## src/rtl/oriented_box_ground_query_top_assert.svh

```systemverilog
// Assertion macros for the oriented box ground query block.
// Used by oriented_box_ground_query_top; no other dependencies.
`ifndef ORIENTED_BOX_GROUND_QUERY_TOP_ASSERT_SVH
`define ORIENTED_BOX_GROUND_QUERY_TOP_ASSERT_SVH

// same-cycle implication
`define OBGQ_ASSERT_NOW(label, clk, rst_n, ante, cons) \
    label: assert property (@(posedge clk) disable iff (!rst_n) (ante) |-> (cons)) \
        else $error("obgq same-cycle check failed");

// next-cycle implication
`define OBGQ_ASSERT_NEXT(label, clk, rst_n, ante, cons) \
    label: assert property (@(posedge clk) disable iff (!rst_n) (ante) |=> (cons)) \
        else $error("obgq next-cycle check failed");

`endif

```

## src/rtl/obgq_ram.sv

```systemverilog
// Generic single write port, single registered read port RAM.
// No dependencies.
module obgq_ram #(
    parameter int WIDTH = 8,
    parameter int DEPTH = 16
) (
    input  logic                             i_clk,
    input  logic                             i_we,
    input  logic [$clog2(DEPTH > 1 ? DEPTH : 2)-1:0] i_waddr,
    input  logic [WIDTH-1:0]                 i_wdata,
    input  logic [$clog2(DEPTH > 1 ? DEPTH : 2)-1:0] i_raddr,
    output logic [WIDTH-1:0]                 o_rdata
);
    logic [WIDTH-1:0] r_mem [DEPTH];

    always_ff @(posedge i_clk) begin
        if (i_we) begin
            r_mem[i_waddr] <= i_wdata;
        end
        o_rdata <= r_mem[i_raddr];
    end
endmodule

```

## config.mk

```make
export PLATFORM = sky130hd
export DESIGN_NAME = obgq_ram
export DESIGN_NICKNAME = d
export VERILOG_FILES = /design/src/rtl/oriented_box_ground_query_top_assert.svh /design/src/rtl/obgq_ram.sv
export SDC_FILE = /design/constraint.sdc
export NUM_CORES = 1
export LEC_CHECK = 0
export CAP_MARGIN = 20
export CORE_ASPECT_RATIO = 1.75
export CORE_UTILIZATION = 45
export CTS_CLUSTER_SIZE = 10
export DETAILED_ROUTE_END_ITERATION = 12
export DONT_BUFFER_PORTS = 1
export GPL_TIMING_DRIVEN = 0
export HOLD_SLACK_MARGIN = 0.08
export SYNTH_ARGS = -nofsm -noshare
export SYNTH_HDL_FRONTEND = slang
export SYNTH_SLANG_ARGS = --single-unit
```

## constraint.sdc

```tcl
create_clock -name i_clk -period 1.8 [get_ports i_clk]
set_input_delay 0.18 -clock i_clk [delete_from_list [all_inputs] [get_ports i_clk]]
set_output_delay 0.18 -clock i_clk [all_outputs]
set_load 0.02 [all_outputs]
```

==> results_dict.tcl <==
set metrics [dict create \
    worst_clock_skew_ns 0.00463 \
    tritoncts "built" \
    r2r_slack_ns 0.31 \
    finalNonFillerCells 407 \
    min_period_ns 1.64 \
    gp_congestion 0.841 \
    async_flop_share_pct 0 \
    ios 26 \
    synth_most_common_cell "edfxtp_1" \
    crit_arrival_ns 1.75 \
    status "completed" \
    finalHoldViolCount 0 \
    cts-root-buf "clkbuf_16" \
    clkTransAtPathRegs_ns 0.05 \
    drive_above_1_share_pct 20.7 \
    fp.dieArea_mm2 0.0119 \
    overflow 0 \
    cp-startpoint "i_waddr[0]" \
    nNetsFinal 281 \
    worst_slack_ns 0.162 \
    tightest_slew_ns 0.819 \
    drc 0 \
    crit_required_ns 1.91 \
    syn_area_mm2 0.00515 \
    grt_pass1_wl_um 14500 \
    drtPass1Iterations 4 \
    cts_buffers 17 \
    period_share_pct 91.0 \
    min_path_cells 3 \
    core_area_mm2 0.0111 \
    maxSlewHeadroom_pct 45.2 \
    leakage_uw 0.00196 \
    synth_cells 229 \
    min_from "i_raddr[1]" \
    clk_latency_ns 0.40 \
    antennaDiodeCount 0 \
    die_h_um 143 \
    drt_iter0_drc 120 \
    grt_start_max_net_pins 17 \
    ir_drop_mv 0.861 \
    rows 51 \
    ys_ff_latch 136 \
    startpoint_type "primary input" \
    antenna_found_initial 0 \
    reg2reg_from "r_mem[1][1]" \
    powerDensity_mw_per_mm2 1160 \
    syn_nets 247 \
    synth_area_leaders "edfxtp_1, mux4_2, mux4_1" \
    hold_class "in2reg" \
    reg2reg_depth 3 \
    htreeDepth 4 \
    drv_cap 0 \
    syn_avg_cell_area_um2 22.5 \
    synth_top_cell_by_area "edfxtp_1" \
    clock_sinks 136 \
    hpwl_um 6380 \
    initial_core_util_pct 46.4 \
    worst_r2r_endpoint "o_rdata[1]" \
    grt_usage_pct 18.0 \
    io_buffers 0 \
    worst_setup_path_end_kind "register" \
    crit_type "in2reg" \
    pre_cts_ws_ns 0.00180 \
    syn_to_final_growth_pct 15.9 \
    dr_total_vias 2347 \
    via_per_inst 5.77 \
    synth.distinct_cells 19 \
    fp.dieW_um 82.9 \
    ant_nets 0 \
    synth_edf_count 128 \
    cts_max_path_buffers 2 \
    synth_ff_type "edfxtp_1" \
    synth_top_area_share_pct 74.7 \
    slew_viol_final 0 \
    dp.cells 365 \
    crit_fanout 5 \
    max_freq_mhz 610 \
    hold_end "o_rdata[0]" \
    synthTopCellsByCount "edfxtp_1, mux4_2, a22oi_1" \
    setup_viol 0 \
    rsz0062_at_grt "false" \
    drt-total-wl_um 9770 \
    ctsResizeCount 0 \
    yosysSeqAreaShare_pct 77.8 \
    grt_pass1_vias 2469 \
    wl_per_cell_um 24.0 \
    yosysWarningCount 0 \
]
layout make-up:
| class | count | area, µm² |
|---|---|---|
| Fill cell | 902 | 5140 |
| Sequential cell | 136 | 4000 |
| Multi-Input combinational cell | 83 | 1060 |
| Clock buffer | 20 | 437 |
| Tap cell | 132 | 165 |
| Timing Repair Buffer | 15 | 133 |
| Buffer | 10 | 86.3 |
| Clock inverter | 11 | 83.8 |
what timing repair did:
item                      4_1_cts  5_1_grt
buffers inserted                0        0
hold endpoints to repair      140        0
hold buffers                   11        0
registers in the layout, summed over array words and instances, names as in the netlist:
register,flops
o_rdata,8
r_mem,128
worst max path at each step:
stage               slack (ns)           end  cells after the start
floorplan                 0.13   r_mem[0][0]                      2
global placement         -0.35   r_mem[0][2]                      2
detailed placement       0.002   r_mem[0][1]                      3
CTS                       0.18  r_mem[12][4]                      3
global route              0.11  r_mem[12][4]                      3
finish                    0.16  r_mem[12][7]                      3
layer usage:
metal,vias to the layer above,wire length [µm],track usage [%]
li1,1040,-,-
met1,1204,3430,20.3
met2,84,5330,31.3
met3,19,721,4.48
met4,0,279,9.71
met5,-,0,0
metrics by stage:
stage / power, µW / hold slack (ns) / cell area, µm² / setup TNS, ns / util (%)
global route: 7130 / 0.160 / 5970 / 0 / 53.7
detailed placement: 3900 / 0.280 / 5340 / 0 / 48.1
CTS: 6980 / 0.124 / 5970 / 0 / 53.7
floorplan: 3830 / 0.279 / 5150 / 0 / -
global placement: 3900 / 0.280 / 5310 / -4.24 / 47.8
finish: 6930 / 0.152 / 5970 / 0 / 53.7
power breakdown:
part / switching, µW / internal (µW) / total, µW
sequential: 43.9 / 3540 / 3590
combinational: 176 / 131 / 307
clock: 1170 / 1860 / 3040
cell usage in the layout (no fill, tap or decap), types with 2 or more instances in the layout:
master	instances
clkdlybuf4s25_2	3
nor3_1	4
mux4_2	18
a22oi_1	16
mux4_1	14
buf_4	2
dfxtp_1	8
nor2_1	13
nand2b_1	2
clkinvlp_4	2
clkinv_2	3
buf_2	6
clkbuf_16	17
nand2_1	9
edfxtp_1	128
nand3b_1	2
dlygate4sd3_1	11
clkinv_1	4
clkbuf_1	3
buf_6	3
cells by family (layout without fill, tap and decap cells):
group                  Yosys count  after routing  share of synthesized area (%)
and+or+nand+nor                 35             35                           3.18
buffers and inverters           10             56                           1.68
muxes                           32             32                           15.0
AOI/OAI and AO/OA               16             16                           2.33
DFF                            136            136                           77.8
critical path: stages:
cell,delay [ns]
dlygate4sd3_1,0.61
nor3_1,0.69
buf_4,0.27
Note: power is estimated with default switching activity, not from simulation.
